<file path="config.mk">
export PLATFORM = sky130hd
export DESIGN_NAME = local_frame_register_cache
export DESIGN_NICKNAME = d
export VERILOG_FILES = /design/src/rtl/lfrc_pkg.sv /design/src/rtl/local_frame_register_cache.sv /design/src/rtl/lfrc_ctrl.sv /design/src/rtl/lfrc_datapath.sv
export SDC_FILE = /design/constraint.sdc
export NUM_CORES = 2
export LEC_CHECK = 0
export BUFFER_PORTS_ARGS = -buffer_cell sky130_fd_sc_hd__buf_2
export CORE_MARGIN = 2
export CORE_UTILIZATION = 40
export CTS_CLUSTER_DIAMETER = 80
export CTS_CLUSTER_SIZE = 14
export DETAILED_ROUTE_END_ITERATION = 8
export PLACE_DENSITY = 0.64
export SLEW_MARGIN = 25
export SYNTH_ARGS = -nofsm -noshare
export SYNTH_HDL_FRONTEND = slang
export SYNTH_HIERARCHICAL = 1
export SYNTH_SLANG_ARGS = --single-unit
</file>
<file path="constraint.sdc">
create_clock -name clk -period 11.5 [get_ports clk]
set_input_delay 0.575 -clock clk [delete_from_list [all_inputs] [get_ports clk]]
set_output_delay 0.575 -clock clk [all_outputs]
set_load 0.01 [all_outputs]
</file>
<file path="src/rtl/lfrc_pkg.sv">
// Shared constants, command codes and status types for the local frame register cache.
package lfrc_pkg;

  localparam int CACHE_FRAMES_DEF = 4;

  localparam logic [2:0] OP_CALL  = 3'd0;
  localparam logic [2:0] OP_RET   = 3'd1;
  localparam logic [2:0] OP_FILL  = 3'd2;
  localparam logic [2:0] OP_WRITE = 3'd3;
  localparam logic [2:0] OP_READ  = 3'd4;

  localparam logic [2:0] KIND_DONE   = 3'd0;
  localparam logic [2:0] KIND_MWRITE = 3'd1;
  localparam logic [2:0] KIND_MREAD  = 3'd2;
  localparam logic [2:0] KIND_RDATA  = 3'd3;
  localparam logic [2:0] KIND_REJECT = 3'd4;

  localparam logic [31:0] RESET_SP = 32'h0050_0000;
  localparam logic [4:0]  FP_INDEX = 5'd16;
  localparam logic [31:0] FRAME_BYTES = 32'd64;
  localparam logic [31:0] ALIGN_ADD = 32'd63;

  typedef enum logic [3:0] {
    CMD_NONE,
    CMD_CAPTURE,
    CMD_SINGLE,
    CMD_CALL_BEGIN,
    CMD_PUSH_WORD,
    CMD_SPILL_READ,
    CMD_SPILL_WORD,
    CMD_CALL_DONE,
    CMD_RET_BEGIN,
    CMD_POP_READ,
    CMD_POP_LOAD,
    CMD_RET_DONE,
    CMD_REQ_WORD
  } cmd_t;

  typedef struct packed {
    logic op_call;
    logic op_ret;
    logic full;
    logic empty;
    logic cnt_last;
    logic out_free;
  } stat_t;

endpackage

</file>
<file path="src/rtl/local_frame_register_cache.sv">
// Top level of the local frame register cache: controller and datapath.
//
// Usage: one input channel (in_valid / in_stall) carries operation words: call,
// return, fill word, register write and register read. One output channel
// (out_valid / out_stall) carries result words, the final one of each input
// flagged by last. A word is taken on a rising edge with valid high, stall low.
// Sequencing: a word is accepted and decoded in the cycle after, and a register
// access or a fill word is then handled at decode. A call into a cache with room
// copies the frame into the cache memory one word a cycle; a call with a full
// cache reads and spills 16 words, a cache read and then a result per word that
// waits for the receiver; a return from the cache reloads 16 words with a read
// and a load per word; a return from an empty cache emits 16 read requests.
// Only one word is in progress at a time; the next is taken once it is done.
// Results wait in an output register, so the block finishes internal work
// while the last result is still held.
// Reset clears the registers (r1 holds the initial stack pointer), the frame
// count and any pending fill; cache contents are not cleared.
// When the receiver stalls, the current result holds and the next one waits.
module local_frame_register_cache #(
  parameter int CACHE_FRAMES = lfrc_pkg::CACHE_FRAMES_DEF
) (
  input  logic        clk,
  input  logic        rst,
  input  logic        in_valid,
  output logic        in_stall,
  input  logic [2:0]  operation,
  input  logic [31:0] target_ip,
  input  logic [31:0] return_ip,
  input  logic [4:0]  reg_index,
  input  logic [31:0] reg_data,
  output logic        out_valid,
  input  logic        out_stall,
  output logic [2:0]  kind,
  output logic [31:0] mem_addr,
  output logic [31:0] data,
  output logic [31:0] next_ip,
  output logic        last
);
  import lfrc_pkg::*;

  cmd_t  cmd;
  stat_t stat;

  // The controller sequences each operation, one command a cycle unless held.
  lfrc_ctrl u_ctrl (
    .clk      (clk),
    .rst      (rst),
    .in_valid (in_valid),
    .in_stall (in_stall),
    .stat     (stat),
    .cmd      (cmd)
  );

  // The datapath holds the registers, the frame cache and the result register.
  lfrc_datapath #(
    .CACHE_FRAMES (CACHE_FRAMES)
  ) u_datapath (
    .clk       (clk),
    .rst       (rst),
    .cmd       (cmd),
    .stat      (stat),
    .operation (operation),
    .target_ip (target_ip),
    .return_ip (return_ip),
    .reg_index (reg_index),
    .reg_data  (reg_data),
    .out_valid (out_valid),
    .out_stall (out_stall),
    .kind      (kind),
    .mem_addr  (mem_addr),
    .data      (data),
    .next_ip   (next_ip),
    .last      (last)
  );

endmodule

</file>
<file path="src/rtl/lfrc_ctrl.sv">
// Sequencing state machine for the local frame register cache.
module lfrc_ctrl (
  input  logic          clk,
  input  logic          rst,
  input  logic          in_valid,
  output logic          in_stall,
  input  lfrc_pkg::stat_t stat,
  output lfrc_pkg::cmd_t  cmd
);
  import lfrc_pkg::*;

  typedef enum logic [3:0] {
    S_IDLE, S_DISPATCH, S_PUSH, S_SPILL_RD, S_SPILL_WR, S_CALL_FIN,
    S_POP_RD, S_POP_LD, S_RET_FIN, S_REQ
  } state_t;

  state_t state, state_next;

  assign in_stall = (state != S_IDLE);

  always_comb begin
    state_next = state;
    cmd = CMD_NONE;
    unique case (state)
      S_IDLE: begin
        if (in_valid) begin
          cmd = CMD_CAPTURE;
          state_next = S_DISPATCH;
        end
      end
      S_DISPATCH: begin
        if (stat.op_call) begin
          cmd = CMD_CALL_BEGIN;
          state_next = stat.full ? S_SPILL_RD : S_PUSH;
        end else if (stat.op_ret) begin
          cmd = CMD_RET_BEGIN;
          state_next = stat.empty ? S_REQ : S_POP_RD;
        end else if (stat.out_free) begin
          cmd = CMD_SINGLE;
          state_next = S_IDLE;
        end
      end
      S_PUSH: begin
        cmd = CMD_PUSH_WORD;
        if (stat.cnt_last) state_next = S_CALL_FIN;
      end
      S_SPILL_RD: begin
        cmd = CMD_SPILL_READ;
        state_next = S_SPILL_WR;
      end
      S_SPILL_WR: begin
        if (stat.out_free) begin
          cmd = CMD_SPILL_WORD;
          state_next = stat.cnt_last ? S_CALL_FIN : S_SPILL_RD;
        end
      end
      S_CALL_FIN: begin
        if (stat.out_free) begin
          cmd = CMD_CALL_DONE;
          state_next = S_IDLE;
        end
      end
      S_POP_RD: begin
        cmd = CMD_POP_READ;
        state_next = S_POP_LD;
      end
      S_POP_LD: begin
        cmd = CMD_POP_LOAD;
        state_next = stat.cnt_last ? S_RET_FIN : S_POP_RD;
      end
      S_RET_FIN: begin
        if (stat.out_free) begin
          cmd = CMD_RET_DONE;
          state_next = S_IDLE;
        end
      end
      S_REQ: begin
        if (stat.out_free) begin
          cmd = CMD_REQ_WORD;
          if (stat.cnt_last) state_next = S_IDLE;
        end
      end
      default: state_next = S_IDLE;
    endcase
  end

  always_ff @(posedge clk) begin
    if (rst) begin
      state <= S_IDLE;
    end else begin
      state <= state_next;
    end
  end

  // A new word may only be taken while no earlier one is in progress.
  a_accept_idle: assert property (@(posedge clk) disable iff (rst)
    (in_valid && !in_stall) |=> (state == S_DISPATCH))
    else $error("accepted word did not reach dispatch");

  // Each cache read is followed by its write or load state next cycle.
  a_spill_pair: assert property (@(posedge clk) disable iff (rst)
    (state == S_SPILL_RD) |=> (state == S_SPILL_WR))
    else $error("spill read not followed by spill write");

  a_pop_pair: assert property (@(posedge clk) disable iff (rst)
    (state == S_POP_RD) |=> (state == S_POP_LD))
    else $error("pop read not followed by pop load");

endmodule

</file>
<file path="src/rtl/lfrc_datapath.sv">
// Register file, frame cache memory and result register of the local frame register cache.
module lfrc_datapath #(
  parameter int CACHE_FRAMES = lfrc_pkg::CACHE_FRAMES_DEF
) (
  input  logic          clk,
  input  logic          rst,
  input  lfrc_pkg::cmd_t  cmd,
  output lfrc_pkg::stat_t stat,
  input  logic [2:0]    operation,
  input  logic [31:0]   target_ip,
  input  logic [31:0]   return_ip,
  input  logic [4:0]    reg_index,
  input  logic [31:0]   reg_data,
  output logic          out_valid,
  input  logic          out_stall,
  output logic [2:0]    kind,
  output logic [31:0]   mem_addr,
  output logic [31:0]   data,
  output logic [31:0]   next_ip,
  output logic          last
);
  import lfrc_pkg::*;

  localparam int SW = (CACHE_FRAMES > 1) ? $clog2(CACHE_FRAMES) : 1;
  localparam int CW = $clog2(CACHE_FRAMES + 1);
  localparam int AW = SW + 4;
  localparam int DEPTH = CACHE_FRAMES * 16;
  localparam logic [CW:0] NFR = (CW + 1)'(CACHE_FRAMES);
  localparam logic [SW-1:0] HEAD_MAX = SW'(CACHE_FRAMES - 1);

  logic [2:0]  op_q;
  logic [31:0] target_q, ret_q, val_q;
  logic [4:0]  idx_q;

  logic [31:0] local_regs [16];
  logic [31:0] frame_pointer;
  logic [31:0] cache_mem [DEPTH];
  logic [31:0] frame_addr [CACHE_FRAMES];
  logic [31:0] mem_rdata;
  logic [CW-1:0] cached_count;
  logic [SW-1:0] head;
  logic [3:0]  cnt;
  logic        fill_pending;
  logic [3:0]  fill_index;
  logic [31:0] fill_base;

  logic [CW:0]   tail_sum, tail_w, top_sum, top_w;
  logic [SW-1:0] tail, top;
  logic [3:0]    lr_sel;
  logic [31:0]   lr_rd;
  logic [31:0]   fp_aligned, sp_round;
  logic          reject, cnt_last, out_free, load_out;
  logic [2:0]    kind_next;
  logic [31:0]   addr_next, data_next, ip_next;
  logic          last_next;

  assign tail_sum = (CW + 1)'(head) + (CW + 1)'(cached_count);
  assign tail_w   = (tail_sum >= NFR) ? tail_sum - NFR : tail_sum;
  assign tail     = tail_w[SW-1:0];
  assign top_sum  = tail_sum - (CW + 1)'(1);
  assign top_w    = (top_sum >= NFR) ? top_sum - NFR : top_sum;
  assign top      = top_w[SW-1:0];

  assign lr_sel = (cmd == CMD_PUSH_WORD || cmd == CMD_SPILL_WORD) ? cnt : idx_q[3:0];
  assign lr_rd  = local_regs[lr_sel];

  assign fp_aligned = {frame_pointer[31:6], 6'b0};
  assign sp_round   = local_regs[1] + ALIGN_ADD;
  assign cnt_last   = (cnt == 4'd15);
  assign out_free   = !out_valid || !out_stall;

  assign reject = (fill_pending && op_q != OP_FILL) || (op_q > OP_READ) ||
                  (!fill_pending && op_q == OP_FILL) ||
                  ((op_q == OP_WRITE || op_q == OP_READ) && idx_q > FP_INDEX);

  assign stat.op_call  = !fill_pending && op_q == OP_CALL;
  assign stat.op_ret   = !fill_pending && op_q == OP_RET;
  assign stat.full     = (cached_count == CW'(CACHE_FRAMES));
  assign stat.empty    = (cached_count == '0);
  assign stat.cnt_last = cnt_last;
  assign stat.out_free = out_free;

  // Result selection.
  always_comb begin
    load_out  = 1'b0;
    kind_next = KIND_DONE;
    addr_next = '0;
    data_next = '0;
    ip_next   = '0;
    last_next = 1'b1;
    case (cmd)
      CMD_SINGLE: begin
        if (reject) begin
          load_out  = 1'b1;
          kind_next = KIND_REJECT;
        end else if (op_q == OP_FILL) begin
          load_out = (fill_index == 4'd15);
          ip_next  = local_regs[2];
        end else if (op_q == OP_WRITE) begin
          load_out = 1'b1;
        end else begin
          load_out  = 1'b1;
          kind_next = KIND_RDATA;
          data_next = (idx_q == FP_INDEX) ? frame_pointer : lr_rd;
        end
      end
      CMD_SPILL_WORD: begin
        load_out  = 1'b1;
        kind_next = KIND_MWRITE;
        addr_next = frame_addr[head] + {26'b0, cnt, 2'b00};
        data_next = mem_rdata;
        last_next = 1'b0;
      end
      CMD_CALL_DONE: begin
        load_out = 1'b1;
        ip_next  = target_q;
      end
      CMD_RET_DONE: begin
        load_out = 1'b1;
        ip_next  = local_regs[2];
      end
      CMD_REQ_WORD: begin
        load_out  = 1'b1;
        kind_next = KIND_MREAD;
        addr_next = fill_base + {26'b0, cnt, 2'b00};
        last_next = cnt_last;
      end
      default: load_out = 1'b0;
    endcase
  end

  always_ff @(posedge clk) begin
    if (rst) begin
      out_valid <= 1'b0;
    end else if (load_out) begin
      out_valid <= 1'b1;
    end else if (!out_stall) begin
      out_valid <= 1'b0;
    end
  end

  always_ff @(posedge clk) begin
    if (load_out) begin
      kind     <= kind_next;
      mem_addr <= addr_next;
      data     <= data_next;
      next_ip  <= ip_next;
      last     <= last_next;
    end
  end

  always_ff @(posedge clk) begin
    if (cmd == CMD_CAPTURE) begin
      op_q     <= operation;
      target_q <= target_ip;
      ret_q    <= return_ip;
      idx_q    <= reg_index;
      val_q    <= reg_data;
    end
  end

  // Frame cache memory.
  always_ff @(posedge clk) begin
    if (cmd == CMD_PUSH_WORD) begin
      cache_mem[AW'({tail, cnt})] <= lr_rd;
    end else if (cmd == CMD_SPILL_WORD) begin
      cache_mem[AW'({head, cnt})] <= lr_rd;
    end
    if (cmd == CMD_SPILL_READ) begin
      mem_rdata <= cache_mem[AW'({head, cnt})];
    end else if (cmd == CMD_POP_READ) begin
      mem_rdata <= cache_mem[AW'({top, cnt})];
    end
  end

  always_ff @(posedge clk) begin
    if (cmd == CMD_PUSH_WORD && cnt_last) begin
      frame_addr[tail] <= frame_pointer;
    end else if (cmd == CMD_SPILL_WORD && cnt_last) begin
      frame_addr[head] <= frame_pointer;
    end
  end

  always_ff @(posedge clk) begin
    if (rst) begin
      for (int i = 0; i < 16; i++) local_regs[i] <= (i == 1) ? RESET_SP : '0;
      frame_pointer <= '0;
      cached_count  <= '0;
      head          <= '0;
      cnt           <= '0;
      fill_pending  <= 1'b0;
      fill_index    <= '0;
      fill_base     <= '0;
    end else begin
      case (cmd)
        CMD_SINGLE: begin
          if (!reject) begin
            if (op_q == OP_FILL) begin
              local_regs[fill_index] <= val_q;
              fill_index <= fill_index + 4'd1;
              if (fill_index == 4'd15) begin
                fill_pending  <= 1'b0;
                frame_pointer <= fill_base;
              end
            end else if (op_q == OP_WRITE) begin
              if (idx_q == FP_INDEX) frame_pointer <= val_q;
              else local_regs[idx_q[3:0]] <= val_q;
            end
          end
        end
        CMD_CALL_BEGIN: begin
          local_regs[2] <= ret_q;
          cnt <= '0;
        end
        CMD_PUSH_WORD: begin
          cnt <= cnt + 4'd1;
          if (cnt_last) cached_count <= cached_count + CW'(1);
        end
        CMD_SPILL_WORD: begin
          cnt <= cnt + 4'd1;
          if (cnt_last) head <= (head == HEAD_MAX) ? '0 : head + SW'(1);
        end
        CMD_CALL_DONE: begin
          local_regs[0] <= fp_aligned;
          frame_pointer <= {sp_round[31:6], 6'b0};
          local_regs[1] <= {sp_round[31:6], 6'b0} + FRAME_BYTES;
          for (int i = 3; i < 16; i++) local_regs[i] <= '0;
        end
        CMD_RET_BEGIN: begin
          fill_base <= {local_regs[0][31:6], 6'b0};
          cnt <= '0;
        end
        CMD_POP_LOAD: begin
          local_regs[cnt] <= mem_rdata;
          cnt <= cnt + 4'd1;
          if (cnt_last) cached_count <= cached_count - CW'(1);
        end
        CMD_RET_DONE: frame_pointer <= fill_base;
        CMD_REQ_WORD: begin
          cnt <= cnt + 4'd1;
          if (cnt_last) begin
            fill_pending <= 1'b1;
            fill_index   <= '0;
          end
        end
        default: cnt <= cnt;
      endcase
    end
  end

  a_count_range: assert property (@(posedge clk) disable iff (rst)
    cached_count <= CW'(CACHE_FRAMES))
    else $error("frame count beyond cache size");

  a_fill_empty: assert property (@(posedge clk) disable iff (rst)
    fill_pending |-> (cached_count == '0))
    else $error("fill pending with frames cached");

  a_no_overwrite: assert property (@(posedge clk) disable iff (rst)
    load_out |-> out_free)
    else $error("result register overwritten while stalled");

endmodule
</file>
# After elaboration in Yosys (flattened, before gate mapping)
# Memory sizes are Yosys's and may differ from the RTL's. A register that Yosys moved wholly into a read port is not among the register bits.
# Cells that the tools add are included.
[op_classes]
addsub = 13
reduce_logical = 40
div_mod_pow = 0
eq_ne = 46
shifts = 0
order_cmp = 4
mux = 131
multipliers = 0
bitwise = 16
[op_table]
columns = ["op", "n"]
rows = [
  ["2-to-1 mux 32 bit", 34],
  ["one-hot mux 32 bit (3 select lines)", 2],
  ["OR reduction 32 bit", 5],
  ["one-hot mux 32 bit (2 select lines)", 2],
  ["2-to-1 mux 4 bit", 20],
  ["adder 32 x 6 -> 32 bit", 2],
  ["2-to-1 mux 1 bit", 48],
  ["one-hot mux 4 bit (10 select lines)", 1],
  ["== test 4 bit (second input constant)", 9],
  ["one-hot mux 4 bit (9 select lines)", 1],
  ["adder 32 x 6 -> 32 bit (second input constant)", 1],
  ["adder 32 x 7 -> 32 bit (second input constant)", 1],
  ["== test 4 x 3 -> 1 bit (second input constant)", 8],
  ["2-to-1 mux 3 bit", 7],
  ["!= test 2 x 1 -> 1 bit (second input constant)", 10],
  ["== test 4 x 2 -> 1 bit (second input constant)", 4],
  ["2-to-1 mux 2 bit", 8],
  ["bitwise OR 1 bit", 16],
  ["one-hot mux 4 bit (2 select lines)", 2],
  ["AND reduction 5 bit", 3],
  ["one-hot mux 3 bit (3 select lines)", 1],
  ["adder 4 x 1 -> 4 bit (second input constant)", 2],
  ["== test 4 x 1 -> 1 bit (second input constant)", 2],
  [">= comparator 4 x 3 -> 1 bit (second input constant)", 2],
  ["other kinds (33)", 59],
]
[totals]
latchBits = 0
memories = 3
ram_bits = 2688
regBits = 287
output_inout_bits = 102
mem_bits_ro = 0
word_cells = 272
in_bits = 108
[memory_table]
columns = ["name", "depth", "width", "read_ports", "rd_clocked_by_memory_dff", "wr", "line_no", "source"]
rows = [
  ["u_datapath.cache_mem", 64, 32, 2, 0, 1, "lfrc_datapath.sv:37", "logic [31:0] cache_mem [DEPTH];"],
  ["u_datapath.local_regs", 16, 32, 4, 1, 16, "lfrc_datapath.sv:35", "logic [31:0] local_regs [16];"],
  ["u_datapath.frame_addr", 4, 32, 1, 1, 1, "lfrc_datapath.sv:38", "logic [31:0] frame_addr [CACHE_FRAMES];"],
]

# Depth between registers and ports, before layout
# An unclocked memory read counts as a cell.
[logic_depth]
depth_word = 15
ltp_mapped = 17
mapped_depth_nobuf = 13

# Cells and area by module
# Netlist, hierarchy kept.
[modules_own_cells]
columns = ["module", "area_per_inst_um2", "cells_per_inst", "n_inst", "seq_area_each_um2"]
rows = [
  ["lfrc_datapath", 121137.4, 7808, 1, 87904.3],
  ["lfrc_ctrl", 509.2, 70, 1, 80.1],
]

# Least setup slack after synthesis
# No wires, ideal clock.
[synth_timing]
path_type = "register to register"
from = "reg u_datapath.op_q[0]"
to = "reg u_datapath.idx_q[0] (enable)"
period_less_slack_ps = 9772
n_path_buf = 2
slack_ps = 1728
stages_incl_launch_ff = 10
setup_ps = 694
t_required_ps = 10806
t_arrival_ps = 9078
path_cell_list = "edfxtp_1 > buf_2 > nor4_1 > inv_1 > a221oi_1 > a21oi_1 > o22ai_1 > buf_2 > nand2b_1 > nor3_1"
[synth_lines]
columns = ["item", "line_no", "source"]
rows = [
  ["start: declaration", "lfrc_datapath.sv:31", "logic [2:0] op_q;"],
  ["start signal: assignment", "lfrc_datapath.sv:154", "op_q <= operation;"],
  ["end signal: assignment", "lfrc_datapath.sv:157", "idx_q <= reg_index;"],
  ["end: declaration", "lfrc_datapath.sv:33", "logic [4:0] idx_q;"],
]

==> results.py <==
metrics = {
    "setup_path": {
        "arrival_ns": 7.20,
        "critPathCaptureType": "register",
        "crit_type": "register to register",
        "cp-start-kind": "register",
        "critPathRequiredTime_ns": 12.18,
        "critPathMaxFanout": 109,
    },
    "run": {
        "cap_violations": 0,
    },
    "timing": {
        "setup_ws_ns": 4.98,
        "max_slew_margin": 0.199,
        "fin_tns_setup_ns": 0,
        "fin_crit_sh": 0.567,
        "finClkSkew_ns": 0.106,
        "slew_viol_final": 0,
        "period_needed_ns": 6.52,
        "worst_pin_slew_ns": 1.19,
        "setup_violations": 0,
        "hold_viol": 0,
        "rsz0062_at_grt": "false",
        "max_freq_ghz": 0.153,
    },
    "grt": {
        "grt_pass1_wl_um": 557000,
        "antenna_found_initial": 21,
        "grt_max_degree": 110,
        "globalRoute.totalOverflow": 0,
        "grt_pass1_vias": 72531,
        "track_usage": 0.252,
    },
    "clocking": {
        "cts-root-buf": "clkbuf_16",
        "h-tree-depth": 4,
        "cts_made_buffers": 244,
        "cts_max_path_buffers": 4,
        "clkSlewWorstSetupHoldPaths_ns": 0.07,
        "clock_latency_ns": 0.98,
        "cts_tree": "built",
        "numClockSinks": 3003,
        "cts_setup_buffers": 0,
    },
    "die": {
        "die_h_um": 555,
        "rows": 202,
        "io_pins": 210,
        "die_area_mm2": 0.309,
        "die_w_um": 555,
        "initial_core_util": 0.402,
        "core_area_mm2": 0.303,
    },
    "finish": {
        "drive_gt1_frac": 0.177,
        "largest_register_ffs": 2048,
        "reg.largest.list": "u_datapath/cache_mem x2048, u_datapath/local_regs x512, u_datapath/frame_addr x128",
        "area_delta_synth_final_pct": 12.5,
        "fin_nets": 8282,
        "regMostFlops": "u_datapath/cache_mem",
        "final_util": 0.452,
    },
    "route": {
        "wirelength_um": 400000,
        "routed_via_density": 6.24,
        "routedWlPerCell_um": 32.7,
        "drc": 0,
        "drt_pass1_iterations": 8,
        "num_vias": 76400,
        "postRouteAntennaNets": 0,
        "drt_iter0_drc": 12209,
    },
    "hold_path": {
        "min_path_type": "input pin to register",
    },
    "logic_synthesis": {
        "synth_area_leader_cell": "edfxtp_1",
        "netlist_top_cells_count": "2784 x edfxtp_1, 672 x nor2_1, 571 x nand2_1",
        "yosysMostFrequentCell": "edfxtp_1",
        "synth_top_area_frac": 0.687,
        "syn_area_per_cell_um2": 15.4,
        "synthCells": 7878,
        "ys_ff_latch": 3003,
        "synth_top_flop_cell": "edfxtp_1",
        "synthTopCellsByArea": "edfxtp_1 69%, mux4_2 4.4%, dfxtp_1 3.6%, mux2i_1 2.7%, nor2_1 2.1%",
        "synth_edf_count": 2784,
        "syn_area_mm2": 0.122,
        "ys_types": 110,
        "synthArstFlopShare": 0,
        "synth_warnings": 6,
        "syn_nets": 7997,
        "ys_seq_area_frac": 0.723,
    },
    "run_status": {
        "status": "finished clean",
    },
    "power": {
        "power_mw": 23.7,
        "powerDensity_mw_per_mm2": 174,
        "vdd_drop_max_uv": 165,
        "p_leak_nw": 43.7,
    },
    "place": {
        "place_ws_ns": 4.89,
        "dp_hpwl_um": 241000,
        "port_buffers": 209,
        "gp_congestion": 0.966,
    },
}
[critical path, cell delays in order, from the launching register on]
cell and delay [ns]:
edfxtp_1 0.55, nor4_1 0.81, inv_1 0.18, a221oi_1 0.32, a21oi_1 0.10, o22ai_2 0.62, nor2_4 0.27, mux2i_4 0.23
buf_4 0.39, buf_12 0.68, mux4_2 0.59, a22oi_1 0.54, nand2_2 0.07, buf_4 0.36, nand2_1 0.20, nand2_1 0.07
[power breakdown]
group          leakage, nW  internal, mW  switching, mW
registers             27.9          13.0          0.220
logic                 12.6         0.596           2.34
clock network         3.20          3.87           3.75
[routing by layer]
layer,vias up,track usage,part of all wire
li1,31358,-,-
met1,39009,0.333,0.37
met2,5155,0.388,0.45
met3,868,0.0559,0.12
met4,10,0.136,0.064
met5,-,0.00125,0.00042
[timing repair]
action                                 CTS  global route
endpoints found under the hold margin  107             0
resized for setup                        0             0
hold buffers                           107             0
[cells by family (layout without fill, tap and decap cells)]
kind of cell | after synthesis | after routing | share of synthesized area
flops | 3003 | 3003 | 0.723
compound gates | 1736 | 1736 | 0.0975
simple gates | 1658 | 1658 | 0.0589
mux | 779 | 779 | 0.0907
buf+inv | 611 | 987 | 0.0226
xor+xnor | 80 | 80 | 0.00582
fa+ha+maj | 11 | 11 | 0.00125
other cells | 0 | 12 | 0
[through the flow]
stage	hold WS, ns	area [um^2]	instances
3_3_place_gp	0.443	128000	11744
6_report	0.0964	137000	12244
2_1_floorplan	0.434	122000	7878
5_1_grt	0.113	137000	12237
3_5_place_dp	0.458	129000	11786
4_1_cts	0.0305	137000	12230
[area by class of cell]
| type | instances | area (um^2) |
|---|---|---|
| inverter | 26 | 106 |
| tap | 3978 | 4980 |
| timing repair buffer | 624 | 5310 |
| antenna | 12 | 30.0 |
| sequential | 3003 | 88000 |
| multi-input combinational | 4264 | 31800 |
| clock buffer | 322 | 6440 |
| clock inverter | 15 | 183 |
| fill | 25956 | 166000 |
[worst paths after layout]
kind	startpoint	endpoint	slack [ns]	cells after the start
hold / removal	in_valid	u_ctrl/state[1]	0.1	5
setup / recovery	u_datapath/op_q[0]	u_datapath/data[16]	4.98	15
setup reg to reg	u_datapath/op_q[0]	u_datapath/data[16]	4.98	15
hold reg to reg	u_datapath/local_regs[7][9]	u_datapath/local_regs[7][9]	0.47	2
[cell usage in the layout, fill, tap and decap left out, drive strengths merged, types with 81 or more instances in the layout]
master,instances
buf,517
dfxtp,219
nand2,575
a221oi,166
o21ai,468
a22oi,189
a22o,81
edfxtp,2784
mux4,237
nor2,674
mux2i,330
a21oi,344
nand3,192
dlygate4sd3,107
clkbuf,322
mux2,212
(Power assumes the default switching activity.)
